==> config.mk <==
export PLATFORM = sky130hd
export DESIGN_NAME = mam_store
export DESIGN_NICKNAME = d
export VERILOG_FILES = /design/src/hdl/mam_pkg.sv /design/src/hdl/mam_store.sv
export SDC_FILE = /design/constraint.sdc
export NUM_CORES = 2
export LEC_CHECK = 0
export BUFFER_PORTS_ARGS = -buffer_cell sky130_fd_sc_hd__buf_2
export CAP_MARGIN = 5
export CELL_PAD_IN_SITES_DETAIL_PLACEMENT = 1
export CELL_PAD_IN_SITES_GLOBAL_PLACEMENT = 1
export CORE_ASPECT_RATIO = 0.75
export CORE_UTILIZATION = 28
export DETAILED_ROUTE_END_ITERATION = 8
export PLACE_DENSITY_LB_ADDON = 0.15
export SYNTH_ARGS = -nofsm -noshare
export SYNTH_HDL_FRONTEND = slang
export SYNTH_SLANG_ARGS = --single-unit
==> constraint.sdc <==
create_clock -name clk_i -period 2.3 [get_ports clk_i]
set_clock_uncertainty 0.2 [all_clocks]
set_input_delay 0.115 -clock clk_i [delete_from_list [all_inputs] [get_ports clk_i]]
set_output_delay 0.115 -clock clk_i [all_outputs]
set_load 0.02 [all_outputs]
==> src/hdl/mam_pkg.sv <==
// Package for the matrix add and multiply block.
// Holds field widths, command codes, sequencer states and inter-module structs.
// No dependencies; every other file of the block imports it.
package mam_pkg;

  // Field widths fixed by the item format.
  localparam int unsigned CMD_W  = 2;
  localparam int unsigned IDX_W  = 3;
  localparam int unsigned DIM_W  = 4;
  localparam int unsigned VAL_W  = 16;
  localparam int unsigned SUM_W  = 17;
  localparam int unsigned MUL_W  = 32;
  localparam int unsigned PROD_W = 35;

  // Default size of the matrix stores and reset value of the size register.
  localparam int unsigned MAX_DIM_DEF = 8;
  localparam logic [DIM_W-1:0] DIM_RESET = 4'd8;

  // Command codes of an input transaction.
  typedef enum logic [CMD_W-1:0] {
    CMD_WR_A    = 2'd0,
    CMD_WR_B    = 2'd1,
    CMD_COMPUTE = 2'd2,
    CMD_NOP     = 2'd3
  } cmd_e;

  // Sequencer states.
  typedef enum logic [1:0] {
    ST_IDLE,
    ST_WAIT,
    ST_ISSUE
  } seq_state_e;

  // Element write into the stores.
  typedef struct packed {
    logic                    we_a;
    logic                    we_b;
    logic [IDX_W-1:0]        row;
    logic [IDX_W-1:0]        col;
    logic signed [VAL_W-1:0] value;
  } wr_req_t;

  // One read of each store, addressed by row and column.
  typedef struct packed {
    logic             en;
    logic [IDX_W-1:0] a_row;
    logic [IDX_W-1:0] a_col;
    logic [IDX_W-1:0] b_row;
    logic [IDX_W-1:0] b_col;
  } rd_req_t;

  // Tag that travels with a read through the arithmetic pipeline.
  typedef struct packed {
    logic             vld;
    logic             first;   // first product of a dot product
    logic             is_sum;  // read of A[r][c] and B[r][c]
    logic             fin;     // closing step of one result element
    logic             last;    // closing element of the burst
    logic [IDX_W-1:0] row;
    logic [IDX_W-1:0] col;
  } tag_t;

  // Status of the arithmetic pipeline seen by the sequencer.
  typedef struct packed {
    logic busy;      // reads still in flight
    logic out_pend;  // result register holds an untaken result
  } mac_stat_t;

endpackage

==> src/hdl/mam_store.sv <==
// Element stores for matrices A and B, one synchronous memory each.
// One write and one registered read per memory and cycle.
// Depends on mam_pkg.
module mam_store import mam_pkg::*; #(
  parameter int unsigned MAX_DIM = MAX_DIM_DEF
) (
  input  logic                    clk_i,
  input  wr_req_t                 wr_i,
  input  rd_req_t                 rd_i,
  output logic signed [VAL_W-1:0] rd_a_o,
  output logic signed [VAL_W-1:0] rd_b_o
);

  localparam int unsigned DEPTH  = MAX_DIM * MAX_DIM;
  localparam int unsigned ADDR_W = (DEPTH > 1) ? $clog2(DEPTH) : 1;

  logic signed [VAL_W-1:0] mem_a_q [DEPTH];
  logic signed [VAL_W-1:0] mem_b_q [DEPTH];
  logic signed [VAL_W-1:0] rd_a_q;
  logic signed [VAL_W-1:0] rd_b_q;
  logic [ADDR_W-1:0]       wr_addr;
  logic [ADDR_W-1:0]       rd_addr_a;
  logic [ADDR_W-1:0]       rd_addr_b;
  logic                    wr_in_range;

  // Row-major address of an element.
  function automatic logic [ADDR_W-1:0] elem_addr(input logic [IDX_W-1:0] row,
                                                  input logic [IDX_W-1:0] col);
    logic [ADDR_W-1:0] base;
    base = ADDR_W'(row) * ADDR_W'(MAX_DIM);
    return base + ADDR_W'(col);
  endfunction

  // Writes outside the stored square are dropped.
  assign wr_in_range = ({1'b0, wr_i.row} < DIM_W'(MAX_DIM)) &&
                       ({1'b0, wr_i.col} < DIM_W'(MAX_DIM));
  assign wr_addr   = elem_addr(wr_i.row, wr_i.col);
  assign rd_addr_a = elem_addr(rd_i.a_row, rd_i.a_col);
  assign rd_addr_b = elem_addr(rd_i.b_row, rd_i.b_col);

  // Matrix A memory.
  always_ff @(posedge clk_i) begin
    if (wr_i.we_a && wr_in_range) begin
      mem_a_q[wr_addr] <= wr_i.value;
    end
    if (rd_i.en) begin
      rd_a_q <= mem_a_q[rd_addr_a];
    end
  end

  // Matrix B memory.
  always_ff @(posedge clk_i) begin
    if (wr_i.we_b && wr_in_range) begin
      mem_b_q[wr_addr] <= wr_i.value;
    end
    if (rd_i.en) begin
      rd_b_q <= mem_b_q[rd_addr_b];
    end
  end

  assign rd_a_o = rd_a_q;
  assign rd_b_o = rd_b_q;

endmodule

== After elaboration in Yosys (flattened, before gate mapping) ==
Memories as Yosys holds them, arrays and structs flattened. A register that Yosys moved wholly into a read port is not among the register bits.
Index checks and enable logic that the tools add are counted.
Operators by class
  muxes and demuxes: 4
  $add $sub $neg: 3
Operator list (count)
  $add 6x3->6: 3
  $mux 1: 4
Storage, ports and cells
  word-level logic and storage cells: 9
  register bits: 0
  bits in writable memories: 2048
  bits of input ports: 38
  memories: 2
Memories
  mem_a_q: depth 64, bits a word 16, rd ports 1, clocked after Yosys merged registers in 1, wr ports 1, line mam_store.sv:17  | logic signed [VAL_W-1:0] mem_a_q [DEPTH];
  mem_b_q: depth 64, bits a word 16, rd ports 1, clocked after Yosys merged registers in 1, wr ports 1, line mam_store.sv:18  | logic signed [VAL_W-1:0] mem_b_q [DEPTH];

== Depth between registers and ports, before layout ==
  word-level depth: 2
  gate-level depth with buffers: 9
  mapped depth without buffers: 5

== Worst setup path after synthesis ==
No wires, ideal clock.
  path type: input-to-reg
  start: input port wr_i[17] in the netlist's numbering
  end: memory mem_b_q[42][0], enable pin
  setup slack: -0.196 ns
  cell stages on the path: 6
  library setup time: 0.389 ns
  arrival: 1.907 ns
  path buffers: 2
  path through: clkbuf_1 -> or3b_2 -> clkbuf_1 -> inv_1 -> nand2_1 -> nor2_1
Between the ends
  word-level cells in the longest chain between the ends: 1
RTL lines
  start, declared: line mam_store.sv:8  | input wr_req_t wr_i,
  $add 6x3->6: line mam_store.sv:31  | return base + ADDR_W'(col);
  end, declared: line mam_store.sv:18
Every way passes these cells.

==> reports/metrics.csv <==
stage;metric;value;unit
grt;vias in the first global route;41164;
pwr;Worst IR Drop VDD;0.000635;V
floorplan;Row Count;169;
setup_path;Critical-path top delay cell;a211oi_2;
setup_path;Worst Path Required;2690;ps
route;DR WL/cell;30.0;µm
pwr;leakage power total;31.1;nW
floorplan;Core Footprint;0.283;mm²
cts;worst skew pair latency;890;ps
sta;crit path time final;2270;ps
floorplan;IO Pins;70;
cts;CTS H-tree depth;4;
sta;period utilization;98.6;%
place;# port buffers;69;
logic_synthesis;top post-synthesis cells by area;edfxtp_1, mux4_2, mux2i_1, nor2_1, o22ai_1;
sta;hold slack;80.7;ps
setup_path;CP arrival;2660;ps
grt;largest net degree at the start of global routing;128;
pwr;Pwr Density;838;mW/mm²
layout;Final Util;34.8;%
floorplan;Die ar.;0.286;mm²
layout;post-route cell area;0.0984;mm²
route;initial DRC count;3668;
logic_synthesis;Seq cells post-synth;2080;
logic_synthesis;Post-synth EDFFs;2080;
route;Residual DRC;0;
logic_synthesis;Ys Warns;0;
grt;All-Layer GR Usage;17.0;%
grt;global-route wire length before repair;342000;µm
layout;nets;4269;
logic_synthesis;Primary FF master, synth;edfxtp_1;
logic_synthesis;Netlist cell types;45;
cts;Root Driver;clkbuf_16;
route;Vias per Instance;4.84;
run;MaxCap Viol Count;0;
floorplan;initial core utilization;28.1;%
sta;Worst-Margin Slew;944;ps
min_path;Hold Path Class;primary input to register;
route;final antenna-violating net count;0;
logic_synthesis;ys async rst share;0;%
grt;initial antenna violation count;35;
place;DP Area;0.0908;mm²
floorplan;Die Wd;617;µm
setup_path;CP Max Fanout;1;
logic_synthesis;Syn Nets;3557;
cts;clock transition at the registers of the reported paths;60;ps
logic_synthesis;Post-Syn Instances;3519;
floorplan;Die Y;463;µm
cts;CTS Buffer Depth;4;
logic_synthesis;most frequent cell after synthesis;edfxtp_1;
setup_path;Critical Path Max Stage Delay;520;ps
logic_synthesis;Mapped Area;0.0795;mm²
layout;synth-to-layout area growth;23.8;%
sta;fin. max-slew vios;0;
setup_path;ordered cell list for the critical path;mux4_2 -> mux2_2 -> a211oi_2 -> nor3_1;
setup_path;CP Buf/Inv Count;0;
sta;Max Clock Freq;441;MHz
cts;CTS tree;built;
logic_synthesis;Synth top area share;78.6;%
logic_synthesis;largest area contributor in the synthesized netlist;edfxtp_1;
place;Final GP Congestion;0.755;
route;WL final;245000;µm
sta;max_slew headroom;37.1;%
sta;final hold vios;0;
pwr;Overall Power;82.5;mW
status;status;completed;
layout;Filler cells;27571;
logic_synthesis;Mean Syn Cell Area;22.6;µm²
layout;share of cells above drive strength 1;36.2;%
grt;Overflow after GRT;0;
logic_synthesis;Commonest cells post-synth;edfxtp_1, mux4_2, nor2_1;
route;vias;39593;
setup_path;Setup CP Type;register to register;
cts;post-CTS setup buffers;0;
setup_path;CP top delay family;multiplexers;
setup_path;CP Launch Type;register;
route;Initial DRT Pass Iterations;5;
sta;Setup violations, final;0;
cts;CTS Buf Count;222;
logic_synthesis;register area share after synthesis;78.6;%
place;DP Wirelength;156000;µm
cts;clock sinks;2080;
setup_path;Worst Setup End Kind;register;
[where the power goes]
part / internal [mW] / switching [mW]
clock: 20.0 / 15.2
combinational: 2.06 / 3.06
sequential: 42.0 / 0.124
total: 64.1 / 18.4
[logic make-up (layout without fill, tap and decap cells)]
family	count (synthesis)	count (layout)	share of synthesized area (%)
compound gates	275	275	2.37
buf+inv	209	1099	1.47
flops	2080	2080	78.6
mux	610	610	15.6
other cells	0	7	0
simple gates	345	345	1.98
[cell usage in the layout, fill, tap and decap left out, types with 37 or more instances in the layout]
cell,netlist,routed
o22ai_1,64,64
buf_12,2,215
buf_4,38,362
dlygate4sd3_1,0,50
mux2i_1,85,81
clkbuf_16,0,224
buf_2,73,47
mux4_2,495,495
edfxtp_1,2080,2080
clkinv_1,0,58
a22oi_1,41,40
clkinv_2,0,47
o21ai_0,39,37
nor2_1,163,55
nor2_2,0,108
nand2_1,61,58
[layout make-up]
type	instances	area, µm²	area share (%)
tap	3762	4710	4.78
timing repair buffer	687	7930	8.06
multi-input combinational	1230	16300	16.6
antenna	7	17.5	0.0178
clock inverter	142	1220	1.24
clock buffer	260	5740	5.83
sequential	2080	62500	63.5
inverter	10	37.5	0.0381
[through the flow]
step	setup slack (ps)	TNS [ps]	std cells
after floorplan	-196	-53930	3519
after global placement	-977	-14750	7718
after detailed placement	-1020	-14750	7718
after CTS	7.97	0	8171
after global routing	-22.2	-22.2	8172
final	32.6	0	8178
[layer usage]
metal	GRT usage, %	share of wire (%)	wire (µm)	up-vias
met5	0	0	0	-
met4	3.24	1.8	4310	0
met3	2.34	5.0	12200	273
met2	25.4	44	108000	931
met1	26.4	49	121000	21962
li1	-	-	-	16427
[path summary, 6_finish.rpt]
check | cells past startpoint | startpoint | slack [ps] | endpoint
setup / recovery | 4 | mem_b_q[63][5] | 30 | rd_b_o[5]
hold / removal | 6 | rd_i[8] | 80 | rd_a_o[5]
hold reg to reg | 4 | mem_b_q[32][2] | 760 | rd_b_o[2]
setup reg to reg | 4 | mem_b_q[63][5] | 30 | rd_b_o[5]
[worst register-to-register path, delay by kind of cell (launching register included)]
| kind | cells | cell delay (ps) |
|---|---|---|
| flops | 1 | 360 |
| compound gates | 1 | 520 |
| mux | 2 | 760 |
| simple gates | 1 | 150 |
[sequential cells by signal, summed over array words and instances (netlist names)]
| name | count |
|---|---|
| rd_a_o | 16 |
| mem_a_q | 1024 |
| rd_b_o | 16 |
| mem_b_q | 1024 |
[repair_timing]
action | in CTS | in global routing
hold buffers | 51 | 0
pin swaps | 3 | 1
setup endpoints to repair | 10 | 13
endpoints found under the hold margin | 3953 | 0
gates resized for setup | 17 | 15
Note: power is estimated with default switching activity, not from simulation.
