==> config.mk <==
export PLATFORM = sky130hd
export DESIGN_NAME = mam_mac_flat
export DESIGN_NICKNAME = d
export VERILOG_FILES = /design/src/hdl/mam_pkg.sv /design/src/hdl/mam_if.sv /design/src/hdl/mam_mac.sv /design/src/flat_wrapper.sv
export SDC_FILE = /design/constraint.sdc
export NUM_CORES = 1
export LEC_CHECK = 0
export BUFFER_PORTS_ARGS = -buffer_cell sky130_fd_sc_hd__buf_2
export CAP_MARGIN = 10
export CORE_MARGIN = 5
export CORE_UTILIZATION = 30
export DETAILED_ROUTE_END_ITERATION = 8
export GPL_TIMING_DRIVEN = 0
export PLACE_DENSITY = 0.44
export SLEW_MARGIN = 20
export SYNTH_ARGS = -nofsm -noshare
export SYNTH_HDL_FRONTEND = slang
export SYNTH_SLANG_ARGS = --single-unit
==> constraint.sdc <==
create_clock -name clk_i -period 2.7 [get_ports clk_i]
set_input_delay 0.405 -clock clk_i [delete_from_list [all_inputs] [get_ports clk_i]]
set_output_delay 0.405 -clock clk_i [all_outputs]
set_load 0.02 [all_outputs]
==> src/hdl/mam_pkg.sv <==
// Package for the matrix add and multiply block.
// Holds field widths, command codes, sequencer states and inter-module structs.
// No dependencies; every other file of the block imports it.
package mam_pkg;

  // Field widths fixed by the item format.
  localparam int unsigned CMD_W  = 2;
  localparam int unsigned IDX_W  = 3;
  localparam int unsigned DIM_W  = 4;
  localparam int unsigned VAL_W  = 16;
  localparam int unsigned SUM_W  = 17;
  localparam int unsigned MUL_W  = 32;
  localparam int unsigned PROD_W = 35;

  // Default size of the matrix stores and reset value of the size register.
  localparam int unsigned MAX_DIM_DEF = 8;
  localparam logic [DIM_W-1:0] DIM_RESET = 4'd8;

  // Command codes of an input transaction.
  typedef enum logic [CMD_W-1:0] {
    CMD_WR_A    = 2'd0,
    CMD_WR_B    = 2'd1,
    CMD_COMPUTE = 2'd2,
    CMD_NOP     = 2'd3
  } cmd_e;

  // Sequencer states.
  typedef enum logic [1:0] {
    ST_IDLE,
    ST_WAIT,
    ST_ISSUE
  } seq_state_e;

  // Element write into the stores.
  typedef struct packed {
    logic                    we_a;
    logic                    we_b;
    logic [IDX_W-1:0]        row;
    logic [IDX_W-1:0]        col;
    logic signed [VAL_W-1:0] value;
  } wr_req_t;

  // One read of each store, addressed by row and column.
  typedef struct packed {
    logic             en;
    logic [IDX_W-1:0] a_row;
    logic [IDX_W-1:0] a_col;
    logic [IDX_W-1:0] b_row;
    logic [IDX_W-1:0] b_col;
  } rd_req_t;

  // Tag that travels with a read through the arithmetic pipeline.
  typedef struct packed {
    logic             vld;
    logic             first;   // first product of a dot product
    logic             is_sum;  // read of A[r][c] and B[r][c]
    logic             fin;     // closing step of one result element
    logic             last;    // closing element of the burst
    logic [IDX_W-1:0] row;
    logic [IDX_W-1:0] col;
  } tag_t;

  // Status of the arithmetic pipeline seen by the sequencer.
  typedef struct packed {
    logic busy;      // reads still in flight
    logic out_pend;  // result register holds an untaken result
  } mac_stat_t;

endpackage

==> src/hdl/mam_if.sv <==


interface mam_out_if import mam_pkg::*; ();
  logic                     valid;
  logic                     ready;
  logic [IDX_W-1:0]         out_row;
  logic [IDX_W-1:0]         out_col;
  logic signed [SUM_W-1:0]  sum;
  logic signed [PROD_W-1:0] product;
  logic                     last;

  modport source (output valid, out_row, out_col, sum, product, last, input ready);
  modport sink (input valid, out_row, out_col, sum, product, last, output ready);
endinterface


==> src/hdl/mam_mac.sv <==
// Arithmetic pipeline: multiply, accumulate the dot product, form the sum
// and hold the finished result in the output register.
// Depends on mam_pkg and mam_if.
module mam_mac import mam_pkg::*; (
  input  logic                    clk_i,
  input  logic                    rst_ni,
  input  tag_t                    tag_i,
  input  logic signed [VAL_W-1:0] rd_a_i,
  input  logic signed [VAL_W-1:0] rd_b_i,
  mam_out_if.source               out_o,
  output mac_stat_t               stat_o
);

  tag_t                     tag1_q, tag2_q;
  logic signed [MUL_W-1:0]  mul_d, mul_q;
  logic signed [SUM_W-1:0]  sum_d, sum_q;
  logic signed [PROD_W-1:0] acc_q;
  logic                     out_valid_q;
  logic [IDX_W-1:0]         out_row_q, out_col_q;
  logic signed [SUM_W-1:0]  out_sum_q;
  logic signed [PROD_W-1:0] out_prod_q;
  logic                     out_last_q;

  assign mul_d = MUL_W'(rd_a_i) * MUL_W'(rd_b_i);
  assign sum_d = SUM_W'(rd_a_i) + SUM_W'(rd_b_i);

  // Tags follow the read data down the pipeline.
  always_ff @(posedge clk_i or negedge rst_ni) begin
    if (!rst_ni) begin
      tag1_q <= '0;
      tag2_q <= '0;
    end else begin
      tag1_q <= tag_i;
      tag2_q <= tag1_q;
    end
  end

  // Product or element sum of the read pair.
  always_ff @(posedge clk_i) begin
    if (tag1_q.vld) begin
      if (tag1_q.is_sum) begin
        sum_q <= sum_d;
      end else begin
        mul_q <= mul_d;
      end
    end
  end

  // Dot product accumulator, restarted by the first product.
  always_ff @(posedge clk_i) begin
    if (tag2_q.vld && !tag2_q.is_sum) begin
      if (tag2_q.first) begin
        acc_q <= PROD_W'(mul_q);
      end else begin
        acc_q <= acc_q + PROD_W'(mul_q);
      end
    end
  end

  // Output register valid flag.
  always_ff @(posedge clk_i or negedge rst_ni) begin
    if (!rst_ni) begin
      out_valid_q <= 1'b0;
    end else if (tag2_q.vld && tag2_q.fin) begin
      out_valid_q <= 1'b1;
    end else if (out_o.ready) begin
      out_valid_q <= 1'b0;
    end
  end

  // Output register payload.
  always_ff @(posedge clk_i) begin
    if (tag2_q.vld && tag2_q.fin) begin
      out_row_q  <= tag2_q.row;
      out_col_q  <= tag2_q.col;
      out_sum_q  <= sum_q;
      out_prod_q <= acc_q;
      out_last_q <= tag2_q.last;
    end
  end

  assign out_o.valid   = out_valid_q;
  assign out_o.out_row = out_row_q;
  assign out_o.out_col = out_col_q;
  assign out_o.sum     = out_sum_q;
  assign out_o.product = out_prod_q;
  assign out_o.last    = out_last_q;

  assign stat_o.busy     = tag1_q.vld || tag2_q.vld;
  assign stat_o.out_pend = out_valid_q;

endmodule

==> src/flat_wrapper.sv <==
// flat-port wrapper written by rule: the top's interface ports become plain ports
module mam_mac_flat import mam_pkg::*;
  (clk_i, rst_ni, tag_i, rd_a_i, rd_b_i, stat_o, out_o_valid, out_o_out_row, out_o_out_col, out_o_sum, out_o_product, out_o_last, out_o_ready);
  mam_out_if out_o_i ();
  input  logic clk_i;
  input  logic rst_ni;
  input  tag_t tag_i;
  input  logic signed [VAL_W-1:0] rd_a_i;
  input  logic signed [VAL_W-1:0] rd_b_i;
  output mac_stat_t stat_o;
  output wire logic [$bits(out_o_i.valid)-1:0] out_o_valid;
  output wire logic [$bits(out_o_i.out_row)-1:0] out_o_out_row;
  output wire logic [$bits(out_o_i.out_col)-1:0] out_o_out_col;
  output wire logic [$bits(out_o_i.sum)-1:0] out_o_sum;
  output wire logic [$bits(out_o_i.product)-1:0] out_o_product;
  output wire logic [$bits(out_o_i.last)-1:0] out_o_last;
  input wire logic [$bits(out_o_i.ready)-1:0] out_o_ready;
  assign out_o_valid = out_o_i.valid;
  assign out_o_out_row = out_o_i.out_row;
  assign out_o_out_col = out_o_i.out_col;
  assign out_o_sum = out_o_i.sum;
  assign out_o_product = out_o_i.product;
  assign out_o_last = out_o_i.last;
  assign out_o_i.ready = out_o_ready;
  mam_mac u_core (.clk_i(clk_i), .rst_ni(rst_ni), .tag_i(tag_i), .rd_a_i(rd_a_i), .rd_b_i(rd_b_i), .out_o(out_o_i), .stat_o(stat_o));
endmodule
# After elaboration in Yosys (flattened, before gate mapping)
# Index checks and enable logic that the tools add are counted.
# W data, S select, Z words.
dict set report word_totals {
  regBits 166
  input_bits 46
  elab_cells 37
}
dict set report op_classes {
  n_addsub 2
  multipliers 1
  mux 3
  n_bitwise 1
  n_reduce_logical 7
}
# cell count
set op_table {}
lappend op_table {{$add A35 B32 Y35} 1}
lappend op_table {{$mux W35} 1}
lappend op_table {{$mul A16 B16 Y32} 1}
lappend op_table {{$add A16 B16 Y17} 1}
lappend op_table {{$reduce_and A2 Y1} 2}
lappend op_table {{$logic_and A1 B1 Y1} 2}
lappend op_table {{$mux W1} 2}
lappend op_table {{$reduce_bool A2 Y1} 1}
lappend op_table {{$logic_not A1 Y1} 1}
lappend op_table {{$logic_or A1 B1 Y1} 1}
lappend op_table {{$not A1 Y1} 1}

# Longest topological paths before layout
dict set report depth {
  ltp_word 2
  ltp_mapped 24
}

# Least setup slack after synthesis
# No wires, ideal clock.
dict set report synth_path {
  path_type {input port to flip-flop}
  startpoint {input rd_a_i[15]}
  endpoint {register u_core.mul_q[28], data pin}
  setup_time_ns 0.270
  t_arrival_ns 5.885
  t_required_ns 2.430
  setup_slack_ns -3.454
  path_stages 20
  path_buffers 2
  cell_sequence {clkbuf_1 -> clkbuf_1 -> nand2_1 -> inv_1 -> fa_1 -> fa_1 -> fa_1 -> fa_1 -> fa_1 -> inv_1 -> fa_1 -> inv_1 -> ha_1 -> nor2_1 -> nor2_1 -> and3_1 -> a2111o_1 -> a211oi_1 -> or2_1 -> o311ai_1}
}
dict set report synth_between {
  elab_chain_len 1
}
# element line
set synth_rtl {}
lappend synth_rtl {{from (decl)} flat_wrapper.sv:8} ;# input logic signed [VAL_W-1:0] rd_a_i;
lappend synth_rtl {{$mul A16 B16 Y32} mam_mac.sv:24} ;# assign mul_d = MUL_W'(rd_a_i) * MUL_W'(rd_b_i);
lappend synth_rtl {{named net u_core.mul_d[28]} mam_mac.sv:15} ;# logic signed [MUL_W-1:0] mul_d, mul_q;
lappend synth_rtl {{to (signal assigned)} mam_mac.sv:44} ;# mul_q <= mul_d;
lappend synth_rtl {{to (decl)} mam_mac.sv:15}
# The timed path passes the listed nets, and every way through them passes these cells.
# A chain may end at the register's enable or synchronous reset.

# Worst setup path after layout
dict set report layout_path {
  startpoint {input rd_b_i[4]}
  endpoint {register u_core.mul_q[30], data pin}
}
dict set report layout_between {
  elab_chain_len 1
}
# element line
set layout_rtl {}
lappend layout_rtl {{from (decl)} flat_wrapper.sv:9} ;# input logic signed [VAL_W-1:0] rd_b_i;
lappend layout_rtl {{$mul A16 B16 Y32} mam_mac.sv:24}
lappend layout_rtl {{named net u_core.mul_d[30]} mam_mac.sv:15}
# The timed path passes the listed nets, and every way through them passes these cells.

==> implementation parameters <==
Parameter                              Value

Route
  Post-detailed-routing wire length    50.3 mm
  Antenna viol nets, final    0
  Remaining DRCs    0
  Detail-routed net length per standard cell    18.6 um
  Number of DRC markers in iteration 0    553
  Number of optimization iterations in the first detailed-route pass    5
  Vias after detailed routing    12300
  Routed vias/inst    4.56

Logic synthesis
  Summed instance area of the synthesized netlist    17700 sq um
  YS warnings    0
  FF+latch count, synth    166
  Fraction of registers with async set/reset    13.9%
  Fraction of post-synthesis cell area in the top cell type by area    29.9%
  Cell with the most instances after synthesis    sky130_fd_sc_hd__inv_1
  Number of instances in the synthesized netlist    1695
  Portion of the post-synthesis area used by sequential elements    27.6%
  Synthesized netlist net count    2138
  Distinct cells, synth    71
  Top cells by area, synth    sky130_fd_sc_hd__fa_1 30%, sky130_fd_sc_hd__edfxtp_1 24%, sky130_fd_sc_hd__ha_1 9.4%
  Number of flops mapped to enable cells by yosys    143
  Top cell type by total area after synthesis    sky130_fd_sc_hd__fa_1
  Most common library cells after synthesis    337 x sky130_fd_sc_hd__inv_1, 264 x sky130_fd_sc_hd__fa_1, 187 x sky130_fd_sc_hd__nand2_1
  Mean post-synth cell area    10.4 sq um
  Flip-flop cell with the highest count after synthesis    sky130_fd_sc_hd__edfxtp_1

Timing
  Setup Viol. Count Final    40
  Worst clock skew    0.0115 ns
  Tmin final    5.62 ns
  Final Hold Fails    0
  Final cycle utilization of the critical path    208%
  Smallest setup slack after layout    -2.92 ns
  Transition time at the pin with the least slew margin    0.752 ns
  Final hold slack    0.0730 ns
  Final slew viol count    0
  Max Clk Rate    178 MHz
  Worst rel slew slack    49.8%
  RSZ-0062 raised after global routing    yes

Critical path
  Kind of start point of the critical path    primary input
  Data arrival time of the worst path    5.79 ns
  Crit-path max cell delay    0.54 ns
  Crit path buffers/inverters    9
  Critical path fanouts, max    6
  Critical-path cell with the highest stage delay    sky130_fd_sc_hd__fa_2
  Crit end category    register
  Required time of the critical path    2.87 ns
  Critical path's top delay family    adder cells
  WS Path Type    primary input to register
  Reg2Reg Setup Slack    -0.40 ns

Global routing
  Global Route Usage Sum    16.0%
  Vias in the first global route    13500
  Maximum number of pins on one net before global-route repair    46
  Antenna violations before repair    1
  Total congestion overflow    0
  Wire length of the first global-routing pass    79.4 mm

Die
  Die boundary width    253 um
  Top-level port count    108
  Initial core utilization    30.1%
  Core Region    58700 sq um
  Site Rows    89
  Die area    63800 sq um
  Height of the die    253 um

CTS
  TritonCTS clock tree    done
  Number of clock buffers inserted by TritonCTS    17
  Clock tree root driver cell    sky130_fd_sc_hd__clkbuf_16
  H-Tree Depth    4
  Clk buf depth    2
  Clock Latency Late Sink    0.43 ns
  Sink Count    166
  Clock-pin slew of the registers on the worst-case setup and hold paths    0.07 ns

Placed design
  DP Wirelength    40.3 mm
  Post-Place Cell Area    19900 sq um
  Buffers added on ports    107
  Weighted congestion at the end of routability-driven global placement    0.875
  Placement Setup Slack    -3.78 ns
  # placed instances    2578

Run status
  Result of the run    finished with violations
  Failing checks    setup timing

Finish
  Final layout net count    2366
  Multi-input logic area    12600 sq um
  Filler cell count in the final layout    5735
  Final design area excluding fillers    22800 sq um
  Fraction of final layout cells sized beyond drive strength 1    26.8%
  Area added between synthesis and finish    29.2%
  Layout Cells excl Fill    2709
  Storage element area    4870 sq um
  Antenna diode instance count    0

Flow run
  Number of max-capacitance violations reported    0

Hold path
  Path category of the worst min-delay check    primary input to register
-- layout make-up --
class	count	area share (%)
plain buffers	43	3.24
clock buffers	20	2.10
clock inverters	12	0.537
inverters	338	5.56
multi-input cells	1144	55.4
flip-flops and latches	166	21.3
well taps	773	4.24
repair buffers	213	7.60
-- layout by cell type (no fill, tap or decap), drive strengths merged, types with 5 or more instances in the layout --
master,instances
fa,264
a21o,25
nor2b,7
xnor2,44
dfrtp,23
nor3,13
o21a,11
o21ai,61
edfxtp,143
buf,216
nor2,54
nand2,187
a21oi,57
a21boi,7
a211oi,11
o31ai,7
and2,117
clkbuf,59
o21bai,9
nand2b,12
nand3,16
nand4,5
xor2,26
or3,6
ha,133
inv,347
and3,8
-- worst paths after layout --
path	cells past startpoint	endpoint	from
setup / recovery	25	u_core.mul_q[30]	rd_b_i[4]
hold / removal	1	u_core.tag1_q[7]	tag_i[7]
setup reg to reg	12	u_core.acc_q[34]	u_core.mul_q[0]
hold reg to reg	0	u_core.tag2_q[5]	u_core.tag1_q[5]
max in group asynchronous	2	u_core.tag1_q[5]	rst_ni
min in group asynchronous	2	u_core.tag1_q[3]	rst_ni
-- metrics by stage --
| step | TNS, ns | utilization [%] |
|---|---|---|
| 2_1_floorplan | -58.69 | - |
| 5_1_grt | -65.19 | 38.9 |
| 6_report | -60.29 | 38.9 |
| 3_5_place_dp | -90.38 | 33.9 |
| 4_1_cts | -60.41 | 37.6 |
| 3_3_place_gp | -153.48 | 33.7 |
-- per-layer routing --
metal / wire, um / track usage (%) / vias up
li1: - / - / 5879
met1: 23600 / 22.3 / 6184
met2: 23800 / 26.4 / 230
met3: 1740 / 2.10 / 54
met4: 1210 / 4.45 / 0
met5: 0 / 0 / -
-- logic make-up (layout without fill, tap and decap cells) --
kind of cell    count (synthesis)  in the layout  synth area share (%)
fa+ha+maj                     397            397                  39.4
flops                         166            166                  27.6
buf+inv                       385            626                  8.22
xor+xnor                       70             70                  3.47
mux                             4              4                 0.241
compound gates                232            232                  8.93
simple gates                  441            441                  12.2
-- flip-flops by register name, indices dropped and copies added (netlist names) --
register and cells:
u_core.out_o.last 1, u_core.acc_q 35, u_core.out_o.out_col 3, u_core.out_o.product 35
u_core.out_o.sum 17, u_core.out_o.valid 1, u_core.sum_q 17, u_core.out_o.out_row 3
u_core.mul_q 32, u_core.tag2_q 11, u_core.tag1_q 11
-- repair_timing --
item	CTS	global route
hold endpoints to repair	23	0
pin swaps	74	113
gates resized for setup	229	120
setup endpoints to repair	53	52
gates cloned	2	1
hold buffers	1	0
buffers inserted	59	40
Power is left out: the tool's default activity adds up to more than one toggle a clock period on the data nets, which glitch-free logic cannot reach.
