$ cat config.mk
export PLATFORM = sky130hd
export DESIGN_NAME = mam_seq_flat
export DESIGN_NICKNAME = d
export VERILOG_FILES = /design/src/hdl/mam_pkg.sv /design/src/hdl/mam_if.sv /design/src/hdl/mam_seq.sv /design/src/flat_wrapper.sv
export SDC_FILE = /design/constraint.sdc
export NUM_CORES = 1
export LEC_CHECK = 0
export BUFFER_PORTS_ARGS = -buffer_cell sky130_fd_sc_hd__buf_2
export CORE_UTILIZATION = 25
export DETAILED_ROUTE_END_ITERATION = 10
export GPL_TIMING_DRIVEN = 0
export MAX_ROUTING_LAYER = met4
export SLEW_MARGIN = 20
export SYNTH_ARGS = -nofsm -noshare
export SYNTH_HDL_FRONTEND = slang
export SYNTH_SLANG_ARGS = --single-unit
$ cat constraint.sdc
create_clock -name clk_i -period 4.8 [get_ports clk_i]
set_input_delay 0 -clock clk_i [delete_from_list [all_inputs] [get_ports clk_i]]
set_output_delay 0 -clock clk_i [all_outputs]
set_load 0.05 [all_outputs]
$ cat src/hdl/mam_pkg.sv
// Package for the matrix add and multiply block.
// Holds field widths, command codes, sequencer states and inter-module structs.
// No dependencies; every other file of the block imports it.
package mam_pkg;

  // Field widths fixed by the item format.
  localparam int unsigned CMD_W  = 2;
  localparam int unsigned IDX_W  = 3;
  localparam int unsigned DIM_W  = 4;
  localparam int unsigned VAL_W  = 16;
  localparam int unsigned SUM_W  = 17;
  localparam int unsigned MUL_W  = 32;
  localparam int unsigned PROD_W = 35;

  // Default size of the matrix stores and reset value of the size register.
  localparam int unsigned MAX_DIM_DEF = 8;
  localparam logic [DIM_W-1:0] DIM_RESET = 4'd8;

  // Command codes of an input transaction.
  typedef enum logic [CMD_W-1:0] {
    CMD_WR_A    = 2'd0,
    CMD_WR_B    = 2'd1,
    CMD_COMPUTE = 2'd2,
    CMD_NOP     = 2'd3
  } cmd_e;

  // Sequencer states.
  typedef enum logic [1:0] {
    ST_IDLE,
    ST_WAIT,
    ST_ISSUE
  } seq_state_e;

  // Element write into the stores.
  typedef struct packed {
    logic                    we_a;
    logic                    we_b;
    logic [IDX_W-1:0]        row;
    logic [IDX_W-1:0]        col;
    logic signed [VAL_W-1:0] value;
  } wr_req_t;

  // One read of each store, addressed by row and column.
  typedef struct packed {
    logic             en;
    logic [IDX_W-1:0] a_row;
    logic [IDX_W-1:0] a_col;
    logic [IDX_W-1:0] b_row;
    logic [IDX_W-1:0] b_col;
  } rd_req_t;

  // Tag that travels with a read through the arithmetic pipeline.
  typedef struct packed {
    logic             vld;
    logic             first;   // first product of a dot product
    logic             is_sum;  // read of A[r][c] and B[r][c]
    logic             fin;     // closing step of one result element
    logic             last;    // closing element of the burst
    logic [IDX_W-1:0] row;
    logic [IDX_W-1:0] col;
  } tag_t;

  // Status of the arithmetic pipeline seen by the sequencer.
  typedef struct packed {
    logic busy;      // reads still in flight
    logic out_pend;  // result register holds an untaken result
  } mac_stat_t;

endpackage

$ cat src/hdl/mam_if.sv
// Channel interfaces of the matrix add and multiply block.
// Input items, result items and the size register write channel.
// Depends on mam_pkg.
interface mam_in_if import mam_pkg::*; ();
  logic                    valid;
  logic                    ready;
  logic [CMD_W-1:0]        command;
  logic [IDX_W-1:0]        row;
  logic [IDX_W-1:0]        col;
  logic signed [VAL_W-1:0] value;

  modport source (output valid, command, row, col, value, input ready);
  modport sink (input valid, command, row, col, value, output ready);
endinterface


$ cat src/hdl/mam_seq.sv
// Command sequencer: takes input transactions, issues element writes and,
// for a compute command, walks the result elements and issues store reads.
// Depends on mam_pkg and mam_if.
module mam_seq import mam_pkg::*; #(
  parameter int unsigned MAX_DIM = MAX_DIM_DEF
) (
  input  logic             clk_i,
  input  logic             rst_ni,
  mam_in_if.sink           in_i,
  input  logic [DIM_W-1:0] dim_i,
  input  mac_stat_t        stat_i,
  output wr_req_t          wr_o,
  output rd_req_t          rd_o,
  output tag_t             tag_o
);

  seq_state_e       state_q, state_d;
  logic [IDX_W-1:0] r_q, c_q;
  logic [DIM_W-1:0] k_q, n_q;
  logic [DIM_W-1:0] dim_act;
  logic [IDX_W-1:0] n_m1;
  logic [IDX_W-1:0] k_idx;
  logic             accept;
  logic             start;
  logic             sum_step;
  logic             last_elem;

  // Size in use, clamped to 1..MAX_DIM.
  always_comb begin
    if (dim_i == '0) begin
      dim_act = DIM_W'(1);
    end else if (dim_i > DIM_W'(MAX_DIM)) begin
      dim_act = DIM_W'(MAX_DIM);
    end else begin
      dim_act = dim_i;
    end
  end

  // The input is ready exactly in the idle state.
  assign accept    = in_i.valid && (state_q == ST_IDLE);
  assign start     = accept && (in_i.command == CMD_COMPUTE);
  assign n_m1      = IDX_W'(n_q - DIM_W'(1));
  assign k_idx     = k_q[IDX_W-1:0];
  assign sum_step  = (k_q == n_q);
  assign last_elem = (r_q == n_m1) && (c_q == n_m1);

  // Next state.
  always_comb begin
    state_d = state_q;
    unique case (state_q)
      ST_IDLE: begin
        if (start) begin
          state_d = ST_WAIT;
        end
      end
      ST_WAIT: begin
        if (!stat_i.busy && !stat_i.out_pend) begin
          state_d = ST_ISSUE;
        end
      end
      ST_ISSUE: begin
        if (sum_step) begin
          state_d = last_elem ? ST_IDLE : ST_WAIT;
        end
      end
      default: state_d = ST_IDLE;
    endcase
  end

  // Outputs: input handshake, element writes, reads and their tags.
  always_comb begin
    in_i.ready = (state_q == ST_IDLE);

    wr_o.we_a  = accept && (in_i.command == CMD_WR_A);
    wr_o.we_b  = accept && (in_i.command == CMD_WR_B);
    wr_o.row   = in_i.row;
    wr_o.col   = in_i.col;
    wr_o.value = in_i.value;

    rd_o.en    = (state_q == ST_ISSUE);
    rd_o.a_row = r_q;
    rd_o.a_col = sum_step ? c_q : k_idx;
    rd_o.b_row = sum_step ? r_q : k_idx;
    rd_o.b_col = c_q;

    tag_o.vld    = (state_q == ST_ISSUE);
    tag_o.first  = (k_q == '0);
    tag_o.is_sum = sum_step;
    tag_o.fin    = sum_step;
    tag_o.last   = last_elem;
    tag_o.row    = r_q;
    tag_o.col    = c_q;
  end

  // State register.
  always_ff @(posedge clk_i or negedge rst_ni) begin
    if (!rst_ni) begin
      state_q <= ST_IDLE;
    end else begin
      state_q <= state_d;
    end
  end

  // Element and dot product counters.
  always_ff @(posedge clk_i or negedge rst_ni) begin
    if (!rst_ni) begin
      r_q <= '0;
      c_q <= '0;
      k_q <= '0;
      n_q <= DIM_W'(1);
    end else if (state_q == ST_IDLE) begin
      if (start) begin
        r_q <= '0;
        c_q <= '0;
        k_q <= '0;
        n_q <= dim_act;
      end
    end else if (state_q == ST_ISSUE) begin
      if (sum_step) begin
        k_q <= '0;
        if (c_q == n_m1) begin
          c_q <= '0;
          r_q <= r_q + IDX_W'(1);
        end else begin
          c_q <= c_q + IDX_W'(1);
        end
      end else begin
        k_q <= k_q + DIM_W'(1);
      end
    end
  end

endmodule

$ cat src/flat_wrapper.sv
// flat-port wrapper written by rule: the top's interface ports become plain ports
module mam_seq_flat import mam_pkg::*;
#(
  parameter int unsigned MAX_DIM = MAX_DIM_DEF
)
  (clk_i, rst_ni, dim_i, stat_i, wr_o, rd_o, tag_o, in_i_valid, in_i_command, in_i_row, in_i_col, in_i_value, in_i_ready);
  mam_in_if in_i_i ();
  input  logic clk_i;
  input  logic rst_ni;
  input  logic [DIM_W-1:0] dim_i;
  input  mac_stat_t stat_i;
  output wr_req_t wr_o;
  output rd_req_t rd_o;
  output tag_t tag_o;
  input wire logic [$bits(in_i_i.valid)-1:0] in_i_valid;
  input wire logic [$bits(in_i_i.command)-1:0] in_i_command;
  input wire logic [$bits(in_i_i.row)-1:0] in_i_row;
  input wire logic [$bits(in_i_i.col)-1:0] in_i_col;
  input wire logic [$bits(in_i_i.value)-1:0] in_i_value;
  output wire logic [$bits(in_i_i.ready)-1:0] in_i_ready;
  assign in_i_i.valid = in_i_valid;
  assign in_i_i.command = in_i_command;
  assign in_i_i.row = in_i_row;
  assign in_i_i.col = in_i_col;
  assign in_i_i.value = in_i_value;
  assign in_i_ready = in_i_i.ready;
  mam_seq #(.MAX_DIM(MAX_DIM)) u_core (.clk_i(clk_i), .rst_ni(rst_ni), .in_i(in_i_i), .dim_i(dim_i), .stat_i(stat_i), .wr_o(wr_o), .rd_o(rd_o), .tag_o(tag_o));
endmodule
Word-level counts from Yosys, hierarchy flattened
Cells that the tools add are included.

Output and inout bits: 49. Memories kept: 0. Flip-flop bits (word level): 16. Bits in read-only memories: 0. Input bits: 33. Bits in latches: 0. Bits in writable memories: 0. Word-level logic and storage cells: 62.

$lt $le $gt $ge: 1. Equal/unequal tests: 10. $add $sub $neg: 4. Bitwise operators: 0. Shifts and indexed selects: 0. Multipliers: 0. Muxes and demuxes: 22. Reductions and logical operators: 20. Divide/modulo/power cells: 0.

Operator list (number): 3-bit 2-to-1 mux (11); 4-bit 2-to-1 mux (6); 4-bit logical NOT (2); 3-bit by 1-bit adder with 3-bit output (second input constant) (2); 3-bit == test (2); 1-bit logical AND (6); 2-bit 2-to-1 mux (3); 2-bit by 1-bit inequality test with 1-bit output (second input constant) (3); 2-bit case mux with 3 select lines (1); 3-bit AND reduction (2); 2-bit nonzero test (3); 4-bit by 1-bit adder with 4-bit output (second input constant) (1); 2-bit by 1-bit == test with 1-bit output (second input constant) (2); 2-bit == test (second input constant) (2); 4-bit == test (1); 4-bit > comparator (second input constant) (1); 2-bit logical NOT (2); 2-bit AND reduction (2); 4-bit AND reduction (1); 3-bit by 1-bit subtractor with 3-bit output (second input constant) (1); 1-bit logical NOT (2); 1-bit 2-to-1 mux (1).

Longest topological paths before layout
Depth after elaboration: 6. Depth in mapped cells: 7. Gate-level depth less buffers: 6.

Worst setup path before layout
No wires, ideal clock.

Kind: register to output. Start: reg u_core.state_q[1]. End: out wr_o[23] (netlist bit). Buffers on the path: 0. Arrival time: 2408 ps. Slack: 2392 ps. Cell stages (with the launch flop): 3. Required time: 4800 ps. Path through: dfrtp_1 -> or2_2 -> nor4b_1.

RTL lines: start, declared (line mam_seq.sv:17) `seq_state_e state_q, state_d;`; start signal, assigned (line mam_seq.sv:100) `state_q <= state_d;`; end, declared (line flat_wrapper.sv:12) `output wr_req_t wr_o;`.

Final worst setup path
Start: reg u_core.n_q[0]. End: out tag_o[6] (netlist bit).

Cells in the longest elaborated chain, start to end: 3. Elaborated cells between the ends (all ways): 4.

Ends and longest elaborated chain: start, declared (line mam_seq.sv:19) `logic [DIM_W-1:0] k_q, n_q;`; start signal, assigned (line mam_seq.sv:116) `n_q <= dim_act;`; 3-bit by 1-bit subtractor with 3-bit output * (line mam_seq.sv:42) `assign n_m1 = IDX_W'(n_q - DIM_W'(1));`; 3-bit == test (line mam_seq.sv:45) `assign last_elem = (r_q == n_m1) && (c_q == n_m1);`; 1-bit logical AND * (line mam_seq.sv:45); end, declared (line flat_wrapper.sv:14) `output tag_t tag_o;`.

Every way passes the cells marked *; elsewhere a longest branch is shown, timed or not.

==> results.py <==
metrics = {
    "run_status": {
        "status": "finished clean",
    },
    "die": {
        "die_y_um": 76.2,
        "rows": 26,
        "dieArea_um2": 5800,
        "die_x_um": 76.2,
        "coreArea_um2": 5200,
        "io_pins": 82,
        "initial_core_util_pct": 26.4,
    },
    "power": {
        "combPwrFrac_pct": 72.9,
        "power_frac_seq_pct": 19.8,
        "clkPwrFrac_pct": 7.3,
        "p_sw_uw": 839,
        "leakage_nw": 0.963,
        "ir_drop_mv": 0.327,
        "cellPowerDensity_nw_per_um2": 792,
        "switching_share_pct": 58.4,
        "p_int_uw": 597,
    },
    "yosys": {
        "yosysMostFrequentCell": "buf_4",
        "ys.flop_type": "dfrtp_1",
        "synthesis.nets": 187,
        "yosysTopAreaCell": "dfrtp_1",
        "synth_top_cell_area_share_pct": 27.3,
        "synth_warnings": 0,
        "avgSynthCellArea_um2": 9.23,
        "netlist_area_um2": 1380,
        "synthTopCellsByArea": "dfrtp_1 (27%), buf_4 (18%), ha_1 (4.5%)",
        "synth_edf_count": 0,
        "ys_async_sr_fraction_pct": 100,
        "synth_seq_area_share_pct": 29.2,
        "yosysUniqueCellTypes": 49,
        "ys_seq_elements": 16,
        "synth_common_cells": "buf_4 (33), nand2_1 (16), dfrtp_1 (15)",
        "synth_cells": 149,
    },
    "place": {
        "hpwlAfterDp_um": 2510,
        "dpl.cell_count": 278,
        "portBuffers": 59,
        "gp_congestion": 0.759,
        "pre_cts_slack_ns": 2.53,
    },
    "sta": {
        "worst_pin_slew_ns": 0.550,
        "finalCritPeriodShare_pct": 52.3,
        "hold_violations": 0,
        "finalMaxSlewViolations": 0,
        "setup_viol": 0,
        "fin_ws_ns": 2.29,
        "setup_tns_ns": 0,
        "rsz0062_at_grt": "no",
        "finalCriticalPeriod_ns": 2.51,
        "relSlewSlack_pct": 63.3,
        "fin_skew_ns": 0.00295,
        "holdWs_ns": 0.0118,
        "max_freq_mhz": 399,
    },
    "setup_path": {
        "path_cells": "inv_1 > ha_1 > xor2_1 > or3_1 > a222oi_1 > buf_4 > buf_2",
        "worst_ep_arrival_time_ns": 2.51,
        "r2r-end": "u_core.r_q[0]",
        "worst_setup_path_end_kind": "output pin",
        "reg2reg_slack_ns": 2.55,
        "cp-start-kind": "flop",
        "required_ns": 4.80,
        "cp_num_buf_inv": 3,
        "crit-reg2reg-launch": "u_core.n_q[0]",
        "ff2ff_path_depth": 6,
        "crit_fanout": 4,
        "path_class": "reg -> out",
        "critical-path-top-delay-family": "flip-flops",
        "crit_slowest_cell": "dfstp_2",
        "max_stage_delay_ns": 0.56,
    },
    "drt": {
        "drt_pass1_iterations": 4,
        "drc": 0,
        "drtIter0Drc": 32,
        "post_drt_wl_per_cell_um": 11.3,
        "num_vias": 1250,
        "wl_um": 3200,
        "vias_per_cell": 4.42,
        "ant_nets": 0,
    },
    "grt": {
        "grt_antenna_before_repair": 0,
        "grt_pass1_vias": 1121,
        "grt_use_total_pct": 11.3,
        "grt_max_degree": 17,
        "grt_pass1_wl_um": 5110,
        "gr-total-overflow": 0,
    },
    "cts": {
        "cts_hold_buf": 1,
        "h-tree-depth": 1,
        "clk_pin_slew_ns": 0.06,
        "post_cts_buffers": 0,
        "insertion_delay_ns": 0.25,
        "cts.sinks": 16,
        "post_cts_resized": 0,
        "ctsRootBufferMaster": "clkbuf_8",
        "cts_buffers": 3,
        "cts_tree": "yes",
        "clk_path_buf_depth": 2,
    },
    "hold_path": {
        "hold_start": "dim_i[3]",
        "min_to": "u_core.n_q[3]",
        "holdPathStages": 2,
        "hold_path_class": "in -> reg",
    },
    "cells_and_area": {
        "antenna_cells": 0,
        "drive_gt1_share_pct": 50.7,
        "utilization_pct": 34.8,
        "fin_nets": 252,
        "area_growth_pct": 31.8,
        "stdcell_count": 283,
        "fillers": 561,
    },
    "run": {
        "max_cap_viol_count": 0,
    },
}
[sequential cells by signal (all words and copies together), names as in the netlist]
| signal | count |
|---|---|
| u_core.r_q | 3 |
| u_core.n_q | 4 |
| u_core.c_q | 3 |
| u_core.k_q | 4 |
| u_core.state_q | 2 |
[per-layer routing]
metal / vias up / share of wire [%] / track usage [%]
li1: 618 / - / -
met1: 565 / 45 / 13.5
met2: 60 / 47 / 19.0
met3: 7 / 5.9 / 1.44
met4: 0 / 2.2 / 5.38
met5: - / 0 / -
[power groups by stage]
stage | Sequential (mW) | Clock (mW) | Combinational, mW
2_1_floorplan | 0.316 | 0 | 0.810
3_3_place_gp | 0.286 | 0 | 1.04
3_5_place_dp | 0.287 | 0 | 1.05
4_1_cts | 0.285 | 0.109 | 1.05
5_1_grt | 0.296 | 0.115 | 1.12
6_report | 0.284 | 0.105 | 1.05
[placed cells by master (no fill, tap or decap), types with 2 or more instances in the layout]
cell,n
or3_1,3
nand3_1,6
dfrtp_1,15
or2_2,2
mux2_1,2
buf_2,60
o2bb2ai_1,3
buf_4,33
mux2_4,2
a21oi_1,2
xor2_1,5
nand2b_1,2
nor2b_1,2
mux2i_1,2
ha_1,5
o21ai_1,7
o21bai_1,2
xnor2_1,2
clkbuf_8,3
inv_1,5
nor2_1,4
nand2_1,16
[metrics by stage]
stage	instance area (um^2)	power, mW
2_1_floorplan	1380	1.13
3_3_place_gp	1760	1.33
3_5_place_dp	1760	1.34
4_1_cts	1810	1.45
5_1_grt	1810	1.53
6_report	1810	1.44
[logic make-up after synthesis]
family                   Yosys count  share of synthesized area [%]
AO/OA/AOI/OAI                     25                           14.2
XOR/XNOR                           8                           6.19
adder cells (fa/ha/maj)            5                           4.55
buffers and inverters             42                           22.0
flip-flops                        16                           29.2
multiplexers                       6                           5.28
AND/OR/NAND/NOR                   47                           18.6
[how the worst max path moves through the flow]
stage | end | startpoint | slack [ns] | depth (start not counted)
after detailed placement | tag_o[6] | u_core.n_q[0] | 2.53 | 7
final | tag_o[6] | u_core.n_q[0] | 2.29 | 7
after global routing | tag_o[6] | u_core.n_q[0] | 2.19 | 7
after floorplan | wr_o[23] | u_core.state_q[1] | 2.39 | 2
after CTS | tag_o[6] | u_core.n_q[0] | 2.26 | 7
after global placement | tag_o[6] | u_core.n_q[0] | 2.51 | 7
[final cells by class]
type / instances / area [um^2] / area share (%)
well taps: 70 / 87.6 / 4.83
clock buffers: 4 / 45.0 / 2.48
repair buffers: 60 / 305 / 16.8
plain buffers: 35 / 264 / 14.6
multi-input cells: 91 / 671 / 37.0
flip-flops and latches: 16 / 402 / 22.2
inverters: 7 / 38.8 / 2.14
(Power assumes the default switching activity.)
